--- config.mk ---
export PLATFORM = sky130hd
export DESIGN_NAME = grid_line_run_length_encoder
export DESIGN_NICKNAME = d
export VERILOG_FILES = /design/src/hw/rtl/glrle_pkg.sv /design/src/hw/rtl/glrle_col_store.sv /design/src/hw/rtl/grid_line_run_length_encoder.sv
export VERILOG_INCLUDE_DIRS = /design/src /design/src/hw/rtl
export SDC_FILE = /design/constraint.sdc
export NUM_CORES = 1
export LEC_CHECK = 0
export BUFFER_PORTS_ARGS = -buffer_cell sky130_fd_sc_hd__buf_4
export CORE_MARGIN = 5
export CORE_UTILIZATION = 50
export CTS_BUF_LIST = sky130_fd_sc_hd__clkbuf_4
export DETAILED_ROUTE_END_ITERATION = 10
export PLACE_DENSITY = 0.76
export SKIP_LAST_GASP = 1
export SLEW_MARGIN = 20
export SYNTH_ARGS = -nofsm -noshare
export SYNTH_HDL_FRONTEND = slang
export SYNTH_SLANG_ARGS = --single-unit
--- constraint.sdc ---
create_clock -name clk -period 5.06 [get_ports clk]
set_clock_uncertainty 0.1 [all_clocks]
set_input_delay 0.759 -clock clk [delete_from_list [all_inputs] [get_ports clk]]
set_output_delay 0.759 -clock clk [all_outputs]
set_load 0.05 [all_outputs]
--- src/hw/rtl/grid_line_run_length_encoder_macros.svh ---
// ----------------------------------------------------------------------------
// grid line run-length encoder assertion macros
// Shared concurrent assertion forms, clocked on clk and disabled in reset.
// ----------------------------------------------------------------------------
`ifndef GRID_LINE_RUN_LENGTH_ENCODER_MACROS_SVH
`define GRID_LINE_RUN_LENGTH_ENCODER_MACROS_SVH

// same-cycle implication
`define GLRLE_ASSERT_NOW(label, ante, cons) \
	label: assert property (@(posedge clk) disable iff (!arst_n) (ante) |-> (cons)) \
		else $error("glrle assertion failed");

// next-cycle implication
`define GLRLE_ASSERT_NEXT(label, ante, cons) \
	label: assert property (@(posedge clk) disable iff (!arst_n) (ante) |=> (cons)) \
		else $error("glrle assertion failed");

`endif

--- src/hw/rtl/glrle_pkg.sv ---
// ----------------------------------------------------------------------------
// glrle_pkg
// Widths, reset values and codes shared by the run-length encoder files.
// ----------------------------------------------------------------------------
package glrle_pkg;

	// largest grid side supported by default
	localparam int MAX_SIZE_DEF = 64;

	// fixed field widths
	localparam int CFG_W  = 7;
	localparam int LINE_W = 6;
	localparam int RUN_W  = 7;

	// grid size after reset
	localparam logic [CFG_W-1:0] SIZE_RESET = 7'd64;

	// run direction codes
	localparam logic DIR_ROW = 1'b0;
	localparam logic DIR_COL = 1'b1;

endpackage

--- src/hw/rtl/glrle_col_store.sv ---
// ----------------------------------------------------------------------------
// glrle_col_store
// Per-column run counters in a synchronous memory with valid bits and
// write-to-read forwarding for back-to-back accesses to the same column.
// ----------------------------------------------------------------------------
module glrle_col_store #(
	parameter int Depth = glrle_pkg::MAX_SIZE_DEF,
	parameter int CntW  = $clog2(glrle_pkg::MAX_SIZE_DEF + 1)
) (
	input  logic                     clk,
	input  logic                     arst_n,
	input  logic                     clear,
	input  logic                     rd_en,
	input  logic [$clog2(Depth)-1:0] rd_addr,
	input  logic                     wr_en,
	input  logic [$clog2(Depth)-1:0] wr_addr,
	input  logic [CntW-1:0]          wr_data,
	output logic [CntW-1:0]          rd_data
);

	logic [CntW-1:0]  mem_q [Depth];
	logic [Depth-1:0] valid_q;
	logic [CntW-1:0]  rdata_s1;
	logic             vld_s1;
	logic             fwd_s1;
	logic [CntW-1:0]  fwd_data_s1;

	// memory write and registered read
	always_ff @(posedge clk) begin
		if (wr_en) begin
			mem_q[wr_addr] <= wr_data;
		end
		if (rd_en) begin
			rdata_s1 <= mem_q[rd_addr];
		end
	end

	// entry valid bits, an invalid entry reads as zero
	always_ff @(posedge clk or negedge arst_n) begin
		if (!arst_n) begin
			valid_q <= '0;
		end else if (clear) begin
			valid_q <= '0;
		end else if (wr_en) begin
			valid_q[wr_addr] <= 1'b1;
		end
	end

	// capture valid bit and forward a write landing on the same edge
	always_ff @(posedge clk) begin
		if (rd_en) begin
			vld_s1      <= valid_q[rd_addr];
			fwd_s1      <= wr_en && (wr_addr == rd_addr);
			fwd_data_s1 <= wr_data;
		end
	end

	// read data seen by the stage after the read
	always_comb begin
		if (fwd_s1) begin
			rd_data = fwd_data_s1;
		end else if (vld_s1) begin
			rd_data = rdata_s1;
		end else begin
			rd_data = '0;
		end
	end

endmodule

--- src/hw/rtl/grid_line_run_length_encoder.sv ---
// ----------------------------------------------------------------------------
// grid_line_run_length_encoder
// Counts runs of filled cells along rows and down columns of a square grid.
// ----------------------------------------------------------------------------
// Usage:
//   Cells enter on in_valid/in_ready (cell_filled) in raster order; the block
//   tracks row and column itself and wraps to the origin after the last cell.
//   Each ending run leaves on out_valid/out_ready as is_column, line_index,
//   run_length; last_of_item marks the final result of a cell. A cell gives
//   zero, one or two results, a row run before a column run.
//   cfg_wr_en/cfg_wr_data sets the grid side (0 acts as 1, above MaxSize as
//   MaxSize) and starts a new grid with all counters cleared; write it only
//   while idle.
// Throughput: one cell per cycle while out_ready is high and each cell has
//   at most one result; a cell with two results holds the output register
//   until both have left. The column counters sit in one memory read on
//   acceptance and written back as the cell moves to the output stage.
// Reset: grid side 64, position at the origin, all counters zero, with no
//   clearing pass (column counters carry valid bits).
// Stall: a waiting result holds; one more cell is taken into the memory
//   stage, then in_ready drops until the output drains.
// ----------------------------------------------------------------------------
`include "grid_line_run_length_encoder_macros.svh"

module grid_line_run_length_encoder #(
	parameter int MaxSize = glrle_pkg::MAX_SIZE_DEF
) (
	input  logic                          clk,
	input  logic                          arst_n,
	input  logic                          cfg_wr_en,
	input  logic [glrle_pkg::CFG_W-1:0]   cfg_wr_data,
	input  logic                          in_valid,
	output logic                          in_ready,
	input  logic                          cell_filled,
	output logic                          out_valid,
	input  logic                          out_ready,
	output logic                          is_column,
	output logic [glrle_pkg::LINE_W-1:0]  line_index,
	output logic [glrle_pkg::RUN_W-1:0]   run_length,
	output logic                          last_of_item
);

	localparam int IdxW = $clog2(MaxSize);
	localparam int CntW = $clog2(MaxSize + 1);

	logic [glrle_pkg::CFG_W-1:0] size_q;
	logic [IdxW-1:0]             row_q;
	logic [IdxW-1:0]             col_q;
	logic [CntW-1:0]             row_cnt_q;
	logic [CntW-1:0]             side;
	logic                        row_end;
	logic                        bottom;
	logic                        row_emit;
	logic [CntW-1:0]             row_len;
	logic                        in_xfer;
	logic                        out_xfer;

	logic                        s1_v_q;
	logic                        filled_s1;
	logic [IdxW-1:0]             col_s1;
	logic                        bottom_s1;
	logic                        row_emit_s1;
	logic [IdxW-1:0]             row_idx_s1;
	logic [CntW-1:0]             row_len_s1;
	logic                        s1_adv;

	logic [CntW-1:0]             col_old;
	logic [CntW-1:0]             col_len;
	logic [CntW-1:0]             col_new;
	logic                        col_emit;

	logic                        s2_row_q;
	logic                        s2_col_q;
	logic [IdxW-1:0]             row_idx_s2;
	logic [CntW-1:0]             row_len_s2;
	logic [IdxW-1:0]             col_idx_s2;
	logic [CntW-1:0]             col_len_s2;
	logic                        s2_busy;
	logic                        s2_done;

	// side in use
	always_comb begin
		if (int'(size_q) == 0) begin
			side = CntW'(1);
		end else if (int'(size_q) > MaxSize) begin
			side = CntW'(MaxSize);
		end else begin
			side = CntW'(size_q);
		end
	end

	// position and row run at acceptance
	assign row_end  = (CntW'(col_q) == side - CntW'(1));
	assign bottom   = (CntW'(row_q) == side - CntW'(1));
	assign row_emit = cell_filled ? row_end : (row_cnt_q != '0);
	assign row_len  = cell_filled ? row_cnt_q + CntW'(1) : row_cnt_q;

	// handshakes and stage advance
	assign in_xfer  = in_valid && in_ready;
	assign out_xfer = out_valid && out_ready;
	assign s2_busy  = s2_row_q || s2_col_q;
	assign s2_done  = out_xfer && last_of_item;
	assign s1_adv   = s1_v_q && (!s2_busy || s2_done);
	assign in_ready = !s1_v_q || s1_adv;

	// column counter memory
	glrle_col_store #(
		.Depth (MaxSize),
		.CntW  (CntW)
	) u_col_store (
		.clk     (clk),
		.arst_n  (arst_n),
		.clear   (cfg_wr_en),
		.rd_en   (in_xfer),
		.rd_addr (col_q),
		.wr_en   (s1_adv),
		.wr_addr (col_s1),
		.wr_data (col_new),
		.rd_data (col_old)
	);

	// column run update
	assign col_emit = filled_s1 ? bottom_s1 : (col_old != '0);
	assign col_len  = filled_s1 ? col_old + CntW'(1) : col_old;
	assign col_new  = (filled_s1 && !bottom_s1) ? col_old + CntW'(1) : '0;

	// control state
	always_ff @(posedge clk or negedge arst_n) begin
		if (!arst_n) begin
			size_q    <= glrle_pkg::SIZE_RESET;
			row_q     <= '0;
			col_q     <= '0;
			row_cnt_q <= '0;
			s1_v_q    <= 1'b0;
			s2_row_q  <= 1'b0;
			s2_col_q  <= 1'b0;
		end else begin
			if (cfg_wr_en) begin
				size_q    <= cfg_wr_data;
				row_q     <= '0;
				col_q     <= '0;
				row_cnt_q <= '0;
			end else if (in_xfer) begin
				row_cnt_q <= (cell_filled && !row_end) ? row_cnt_q + CntW'(1) : '0;
				if (row_end) begin
					col_q <= '0;
					row_q <= bottom ? '0 : row_q + IdxW'(1);
				end else begin
					col_q <= col_q + IdxW'(1);
				end
			end
			if (in_xfer) begin
				s1_v_q <= 1'b1;
			end else if (s1_adv) begin
				s1_v_q <= 1'b0;
			end
			if (s1_adv) begin
				s2_row_q <= row_emit_s1;
				s2_col_q <= col_emit;
			end else if (out_xfer) begin
				if (s2_row_q) begin
					s2_row_q <= 1'b0;
				end else begin
					s2_col_q <= 1'b0;
				end
			end
		end
	end

	// stage payload
	always_ff @(posedge clk) begin
		if (in_xfer) begin
			filled_s1   <= cell_filled;
			col_s1      <= col_q;
			bottom_s1   <= bottom;
			row_emit_s1 <= row_emit;
			row_idx_s1  <= row_q;
			row_len_s1  <= row_len;
		end
		if (s1_adv) begin
			row_idx_s2 <= row_idx_s1;
			row_len_s2 <= row_len_s1;
			col_idx_s2 <= col_s1;
			col_len_s2 <= col_len;
		end
	end

	// result output, row run first
	assign out_valid    = s2_busy;
	assign is_column    = s2_row_q ? glrle_pkg::DIR_ROW : glrle_pkg::DIR_COL;
	assign line_index   = glrle_pkg::LINE_W'(s2_row_q ? row_idx_s2 : col_idx_s2);
	assign run_length   = glrle_pkg::RUN_W'(s2_row_q ? row_len_s2 : col_len_s2);
	assign last_of_item = !(s2_row_q && s2_col_q);

	// checks
	`GLRLE_ASSERT_NOW(a_pair_row_first, s2_row_q && s2_col_q, !is_column && !last_of_item)
	`GLRLE_ASSERT_NOW(a_run_nonzero, out_valid, run_length != '0)
	`GLRLE_ASSERT_NEXT(a_cfg_origin, cfg_wr_en, row_q == '0 && col_q == '0 && row_cnt_q == '0)
	`GLRLE_ASSERT_NOW(a_stall_cause, !in_ready, s1_v_q && s2_busy && !s2_done)

endmodule
==> results.md, run 1 <==
- Synthesis produced a netlist with a net count of 1374.
- The slowest cell on the critical path is sky130_fd_sc_hd__nor2_4.
- Once detail routing completed, the nets flagged for antenna violations numbered 0.
- The clock passes through at most 3 buffers.
- The later pin in the worst-skew pair is clocked with a latency of 0.93 ns.
- The sum of routed wire segments on met1 is 20600 microns.
- The minimum period implied by the final worst setup slack is 3.53 ns.
- Across every metal layer, demand over resource in global routing totals 0.205.
- The clock tree root driver cell is sky130_fd_sc_hd__clkbuf_4.
- During I/O placement, the number of pins put on the boundary was 30.
- The H-tree generated during clock tree synthesis spans 4 levels.
- Setup violations remaining at the end of the flow were counted as 0.
- The wire length on met2 is 25200 microns.
- The average vias per placed instance is 5.85.
- The first-pass GRT wire length is 82600 microns.
- After synthesis the cells add up to 24700 sq um.
- Among all flip-flop cells after synthesis, the most frequent one is sky130_fd_sc_hd__edfxtp_1.
- The number of port buffers is 29.
- The worst setup path is captured at a register.
- The leakage dissipation is 0.00917 uW.
- The die covers 53900 sq um.
- In this run, synthesis produced a sequential element count of 605.
- After the last flow step, the layout net total stands at 1500.
- The yosys synthesis warning count is 0.
- The layout overhead on the synthesized area is 11.9%.
- After detailed routing, the number of remaining DRC violations is 0.
- After synthesis, the share of flip-flops with an asynchronous set or reset is 0.154.
- The post-CTS setup repair buffer count is 0.
- In this run the tightest slew margin relative to its limit is 0.264.
- The first detailed-routing pass ran for 9 iterations.
- Clock-pin slew was measured on the worst setup and hold paths at 0.07 ns.
- The HPWL after detailed placement is 32800 microns.
- The tightest hold path in the finished design has a slack of 0.312 ns.
- The via count is 13200.
- In the final timing run, aggregate negative setup slack is 0 ns.
- Dividing the final minimum period by the clock period gives 0.698.
- The share of cells above drive strength 1 is 0.317.
- Setup repair after global routing left no endpoint under its margin.
- The core region is 48800 sq um.
- The sequential share of the synthesized area is 0.717.
- Counting every instance in the synthesized netlist gives 1354.
- In the detailed route, the total length drawn on met3 is 5410 microns.
- The layout has 3672 filler cells.
- The clock tree from TritonCTS is done.
- In this run the worst path has a maximum fanout of 34.
- The die is 232 microns wide.
- The run finished with clean final reports.
- Global routing finished with a remaining overflow of 0.
- Row generation in the floorplan step produced 81 rows.
- Each instance of the synthesized netlist takes up on average 18.2 sq um.
- The kind of start point of the critical path is a register.
- On the critical path the largest part of the delay comes from simple AND/OR/NAND/NOR gates.
- The initial antenna violation count is 3.
- Counting flops with a built-in enable in the synthesized netlist gives 512.
- Dividing total power by cell area gives a power density of 428 nW/um^2.
- The tightest min-delay check is of the register to register type.
- The topmost layer with routed signal wires is met4.
- Derived from the worst setup path, the maximum achievable clock frequency is 283 MHz.
- The required time at the worst-slack endpoint is 5.66 ns.
- Walking the worst path, the cells encountered are nor2b_1 -> a22o_1 -> ha_1 -> nand3_1 -> nor2_1 -> nand2_1 -> xnor2_1 -> nor2_4 -> buf_4.
- The final total power is 11800 uW.
- The die boundary height is 232 microns.
- The iteration-0 DRC count of the detailed router is 1572.
- Dividing the detail-routed wire length by the instance count gives 23.7 microns.
- In this run, CTS created clock tree buffers numbering 148.
- Max-cap violations in this run came to 0.
- The hold violation total from the final report was 0.
- The via count of the first global-routing pass came to 13800.
- The starting utilization of the core area is 0.505.
- The congestion estimate from routability-driven global placement came to 0.848.
- The critical path buffer and inverter count is 1.
- The arrival time at the worst endpoint is 4.13 ns.
- IR analysis of the VDD net gives a maximum drop of 169 uV.
- The slew at the pin with the worst max-slew slack is 1.10 ns.
- The tree built by TritonCTS fans out to 605 sinks.
- The combined flip-flop and latch cell area is 17700 sq um.
- The startpoint-to-endpoint class of the critical path is register to register.
- Wires add up to 53300 microns.
- The total area of multi-input combinational cells is 6580 sq um.
- In this design, the stage delay of the slowest critical-path cell is 0.65 ns.
- The number of slew-limit violations in the final report is 0.
- Entering global routing, the biggest net connects 96 pins.
- Yosys mapped the design onto 67 distinct sky130hd cell types.
## final timing paths
check | from | endpoint | slack [ns] | cells after the start
max | u_col_store.fwd_s1 | u_col_store.mem_q[10][6] | 1.53 | 9
min | row_len_s1[0] | row_len_s2[0] | 0.31 | 0
max reg2reg | u_col_store.fwd_s1 | u_col_store.mem_q[10][6] | 1.53 | 9
min reg2reg | row_len_s1[0] | row_len_s2[0] | 0.31 | 0
max in group asynchronous | arst_n | col_q[1] | 3.39 | 3
min in group asynchronous | arst_n | row_cnt_q[3] | 0.39 | 2
## sequential cells by signal, indices dropped and copies added (netlist names), 6 cells and up
| signal | flops |
|---|---|
| col_q | 6 |
| u_col_store.rdata_s1 | 7 |
| col_len_s2 | 7 |
| u_col_store.fwd_data_s1 | 7 |
| row_idx_s1 | 6 |
| row_len_s1 | 7 |
| size_q | 7 |
| u_col_store.valid_q | 64 |
| col_s1 | 6 |
| row_len_s2 | 7 |
| row_q | 6 |
| u_col_store.mem_q | 448 |
| col_idx_s2 | 6 |
| row_cnt_q | 7 |
| row_idx_s2 | 6 |
## kinds of logic after synthesis
group	count (synthesis)	synth area share
compound gates	96	0.0248
xor+xnor	27	0.00958
fa+ha+maj	8	0.00395
buf+inv	101	0.0178
flops	605	0.717
mux	192	0.164
simple gates	325	0.0623
## metrics by stage
step / worst slack (ns) / cells / util / area, sq um
5_1_grt: 1.17 / 2252 / 0.565 / 27600
4_1_cts: 1.51 / 2249 / 0.565 / 27600
2_1_floorplan: 0.457 / 1354 / - / 24700
6_report: 1.53 / 2252 / 0.565 / 27600
3_5_place_dp: 1.37 / 1983 / 0.524 / 25600
3_3_place_gp: 1.47 / 1983 / 0.524 / 25600
## worst reg2reg max path, cell delays in order (launching register included)
cell and delay (ns):
sky130_fd_sc_hd__edfxtp_1 0.50, sky130_fd_sc_hd__nor2b_1 0.35, sky130_fd_sc_hd__a22o_1 0.39, sky130_fd_sc_hd__ha_1 0.29, sky130_fd_sc_hd__nand3_1 0.12, sky130_fd_sc_hd__nor2_1 0.16, sky130_fd_sc_hd__nand2_1 0.09, sky130_fd_sc_hd__xnor2_1 0.17
sky130_fd_sc_hd__nor2_4 0.65, sky130_fd_sc_hd__buf_4 0.46
## cells in the mapped netlist, drive strengths merged, types with 5 or more instances
library cell    n  area [sq um]
nand2b          5          31.3
inv            15          56.3
a21oi          47           235
nor3            7          35.0
nor2          179           674
mux2           20           225
edfxtp        512         15400
or3             7          43.8
nand4          13          81.3
buf            28           166
or2             6          37.5
ha              7          87.6
a31oi           6          37.5
o21ai           9          45.0
xnor2          20           175
nand3          24           120
xor2            7          61.3
a22o            5          43.8
nand2          40           150
nor4            6          58.8
nor2b          11          76.3
a211oi          5          37.5
mux4          168          3780
clkbuf         56           210
dfrtp          92          2300
## power breakdown
| group | total [uW] | internal, uW | leakage, uW | switching [uW] |
|---|---|---|---|---|
| sequential | 6000 | 5780 | 0.00601 | 215 |
| combinational | 1800 | 678 | 0.00204 | 1120 |
| clock | 4020 | 2150 | 0.00112 | 1870 |
| total | 11800 | 8610 | 0.00917 | 3210 |
## cells in the final DEF (no fill, tap or decap), drive strengths merged, types with 6 or more instances in the layout
cell         instances
a21oi               47
or2                  6
or3                  7
dfrtp               92
nor3                 7
edfxtp             512
inv                 18
dlygate4sd3         11
clkinv              28
nor2b               11
nand3               24
xor2                 7
nor4                 6
nand4               13
nor2               179
xnor2               20
ha                   7
nand2               40
mux2                20
o21ai                9
buf                 49
mux4               168
clkbuf             221
a31oi                6
## what timing repair did
| action | in CTS | in global routing |
|---|---|---|
| hold endpoints to repair | 69 | 0 |
| hold buffers | 11 | 0 |
| gates resized for setup | 0 | 0 |
| setup endpoints to repair | 0 | 0 |
## per-layer routing
layer / vias up / GRT usage
li1: 5694 / -
met2: 670 / 0.308
met5: - / 0
met3: 109 / 0.0669
met1: 6705 / 0.275
met4: 0 / 0.0995
## cell type report
class                           instances  area share
Timing Repair Buffer                   60      0.0191
Tap cell                              664      0.0301
Inverter                               17     0.00231
Multi-Input combinational cell        648       0.238
Clock inverter                         34     0.00852
Antenna cell                            3    0.000272
Sequential cell                       605       0.641
Clock buffer                          221      0.0601
Power figures use the tool's default switching activity.
==> run 2: changes to the inputs <==
--- a/config.mk
+++ b/config.mk
@@ -11,7 +11,7 @@
 export CORE_UTILIZATION = 50
 export CTS_BUF_LIST = sky130_fd_sc_hd__clkbuf_4
 export DETAILED_ROUTE_END_ITERATION = 10
-export PLACE_DENSITY = 0.76
+export PLACE_DENSITY = 0.78
 export SKIP_LAST_GASP = 1
 export SLEW_MARGIN = 20
 export SYNTH_ARGS = -nofsm -noshare
==> constraint.sdc (replaced) <==
create_clock -name clk -period 2.95 [get_ports clk]
set_clock_uncertainty 0.1 [all_clocks]
set_input_delay 0.4425 -clock clk [delete_from_list [all_inputs] [get_ports clk]]
set_output_delay 0.4425 -clock clk [all_outputs]
set_load 0.05 [all_outputs]
==> run 2 against run 1 <==
The flow now finishes with violations (setup timing); wire length grew 6.1%; hold slack lost 0.20 ns; non-clock buffer count grew 126; fmax grew 19%; first-iteration DRC count shrank 6.7%; highest routed layer unchanged.
==> results.md, run 2 (synthesis results as in run 1) <==
- The internal power summed over all cells is 15100 uW (+75%).
- The cell family with the largest share of critical-path delay is simple AND/OR/NAND/NOR gates.
- The kind of start point of the critical path is a register.
- The count of nets left with antenna violations after detail routing is 0 (unchanged).
- The total length of routed wires is 56600 microns (+6.1%).
- The non-filler instance count after layout came to 2396 (+6.4%).
- The post-route DRC violation count is 0 (unchanged).
- The number of maximum-capacitance constraint violations is 0 (unchanged).
- The final-layout setup total negative slack is -0.00549 ns (-0.00549 ns).
- The maximum level of the CTS H-tree is 4 (unchanged).
- The number of buffers added by the clock tree synthesis step is 153 (+3.4%).
- In this run the worst hold path is classified as input port to register.
- The critical path buffer and inverter count is 1 (unchanged).
- The die footprint is 53900 sq um (unchanged).
- The worst setup slack after layout came to -0.00512 ns (-1.53 ns).
- The combinational share of power is 0.171 (+0.019).
- The average vias per placed instance was 5.88 (+0.51%).
- The starting utilization of the core area is 0.505 (unchanged).
- The via count of the first global-routing pass is 14500 (+5.1%).
- Walking the worst path, the cells encountered are nor4_4 -> a21oi_2 -> ha_2 -> nor2b_1 -> mux2_4 -> nor4bb_2 -> o311ai_1 -> or4_4 -> inv_2 -> or3_4 -> o32ai_1.
- The switching share of total power is 0.274 (+0.00239).
- The final clock period utilization by the worst path came to 1.00 (+0.304).
- The number of top-level pins was 30 (unchanged).
- The overall fraction of global-route tracks in use is 0.213 (+0.00760).
- The clock sink count is 605 (unchanged).
- The final count of negative-setup-slack endpoints is 2 (+2).
- The total power divided by cell area is 717 nW/um^2 (+68%).
- The checks that failed: setup timing.
- The clock tree root driver cell is sky130_fd_sc_hd__clkbuf_4.
- The die boundary height came to 232 microns (unchanged).
- The wire length per cell is 23.6 microns (-0.24%).
- The number of slew-limit violations in the final report is 0 (unchanged).
- The critical path capture point type is a register.
- Among all stages on the critical path, the largest delay is contributed by sky130_fd_sc_hd__or4_4.
- The aggregate global routing overflow is 0 (unchanged).
- The maximum clock insertion buffer count came to 3 (unchanged).
- The x dimension of the die is 232 microns (unchanged).
- The first-pass GRT wire length is 86100 microns (+4.2%).
- The number of iterations in the first detailed-routing pass is 8 (-1).
- The later-pin clock latency in the skew report was 0.99 ns (+0.06 ns).
- The placeable core region is 48800 sq um (unchanged).
- The flow ran to the end, but the final reports show violations.
- The maximum number of pins on one net before global-route repair is 66 (-31%).
- The largest incremental delay on the critical path is 0.59 ns (-0.06 ns).
- The share of power burned in registers is 0.487 (-0.020).
- The number of rows created at floorplan is 81 (unchanged).
- The HPWL after detailed placement is 34200 microns (+4.2%).
- The library cells used most frequently in the layout, excluding fill and tap cells, are 512 x sky130_fd_sc_hd__edfxtp_1, 226 x sky130_fd_sc_hd__clkbuf_4, 171 x sky130_fd_sc_hd__nor2_1.
- The register containing the most flip-flops in the final layout is u_col_store.mem_q.
- The iteration-0 DRC count of the detailed router is 1467 (-6.7%).
- The worst setup path is of the register to register kind.
- The tightest hold margin was 0.115 ns (-0.197 ns).
- The hold violation total from the final report came to 0 (unchanged).
- The switching power is 5690 uW (+77%).
- The number of flip-flops under the largest register name is 448 (unchanged).
- The minimum period implied by the final worst setup slack is 2.96 ns (-0.576 ns).
- The clock transition at the registers of the reported paths is 0.06 ns (about the same).
- The largest registers in the layout are u_col_store.mem_q (448), u_col_store.valid_q (64).
- The post-layout net count is 1633 (+8.9%).
- The last weighted congestion value of the routability-driven placer came to 0.853 (+0.70%).
- The leakage dissipation is 0.00997 uW (+8.7%).
- The peak ir drop on the vdd network is 322 uV (+91%).
- The maximum frequency from static timing analysis is 338 MHz (+19%).
- The normalized max-slew margin came to 0.194 (-0.0702).
- The share of cells above drive strength 1 is 0.377 (+0.0601).
- The largest driver fanout on the critical path is 5 (-85%).
- The library cell used most frequently in the layout, excluding fill and tap cells, is sky130_fd_sc_hd__edfxtp_1.
- The share of power burned in the clock network is 0.341 (about the same).
- The required time at the worst-slack endpoint is 3.69 ns (-1.97 ns).
- The initial antenna violation count is 3 (unchanged).
- Setup repair after global routing could not meet its margin everywhere.
- TritonCTS built the clock tree.
- The area growth from synthesis to layout is 17.3%.
- The slew at the pin with the worst max-slew slack is 1.21 ns (+0.105 ns).
- The via count is 14100 (+6.9%).
- The arrival time at the worst endpoint is 3.69 ns (-0.44 ns).
- The number of port buffers is 29 (unchanged).
- The total placed cells including tap cells is 2103 (+6.1%).
[run 2: routing by layer]
layer | vias to the layer above | routed length (microns) | GRT usage
li1 | 6000 | - | -
met1 | 7231 | 21600 | 0.276
met2 | 746 | 28600 | 0.346
met3 | 115 | 4950 | 0.0565
met4 | 0 | 1510 | 0.0881
met5 | - | 0 | 0
[run 2: final timing paths]
check / start / endpoint / slack (ns) / cells past startpoint
worst max-delay path: size_q[1] / row_q[4] / -0.005 / 11
worst min-delay path: out_ready / s2_row_q / 0.11 / 3
worst max register to register: size_q[1] / row_q[4] / -0.005 / 11
worst min register to register: row_idx_s1[0] / row_idx_s2[0] / 0.31 / 0
max in group asynchronous: arst_n / col_q[1] / 1.88 / 4
min in group asynchronous: arst_n / size_q[6] / 0.57 / 3
[run 2: worst min-delay path, cell delays in order]
cell and delay [ns]:
sky130_fd_sc_hd__dlygate4sd3_1 0.53, sky130_fd_sc_hd__buf_4 0.10, sky130_fd_sc_hd__o21ai_0 0.06
[run 2: final cells by class]
cell class / instances / area (sq um)
Antenna cell: 2 / 5.00
Clock buffer: 226 / 1700
Clock inverter: 46 / 275
Fill cell: 3537 / 19900
Inverter: 17 / 65.1
Multi-Input combinational cell: 650 / 6670
Sequential cell: 605 / 17700
Tap cell: 664 / 831
Timing Repair Buffer: 186 / 1690
[run 2: power groups by stage]
| stage | clock, uW | combinational, uW | sequential [uW] |
|---|---|---|---|
| floorplan | 0 | 2320 | 10200 |
| global placement | 0 | 3390 | 10300 |
| detailed placement | 0 | 3480 | 10300 |
| CTS | 7270 | 3530 | 10100 |
| global route | 7800 | 3770 | 10100 |
| finish | 7090 | 3560 | 10100 |
[run 2: metrics by stage]
stage                     instance area [sq um]  power [uW]   util  setup slack [ns]
after CTS                                 28900       20900  0.591           -0.0455
after global routing                      28900       21700  0.592            -0.143
after detailed placement                  26700       13800  0.547           -0.0735
final                                     28900       20800  0.592          -0.00512
after global placement                    26700       13700  0.547           -0.0363
after floorplan                           24800       12500      -           -0.0719
[run 2: repair_timing]
action | CTS | global route
gates cloned | 0 | 2
hold buffers | 16 | 0
resized for setup | 0 | 5
endpoints found under the setup margin | 6 | 87
buffers inserted | 0 | 1
endpoints found under the hold margin | 186 | 0
pin swaps | 4 | 4
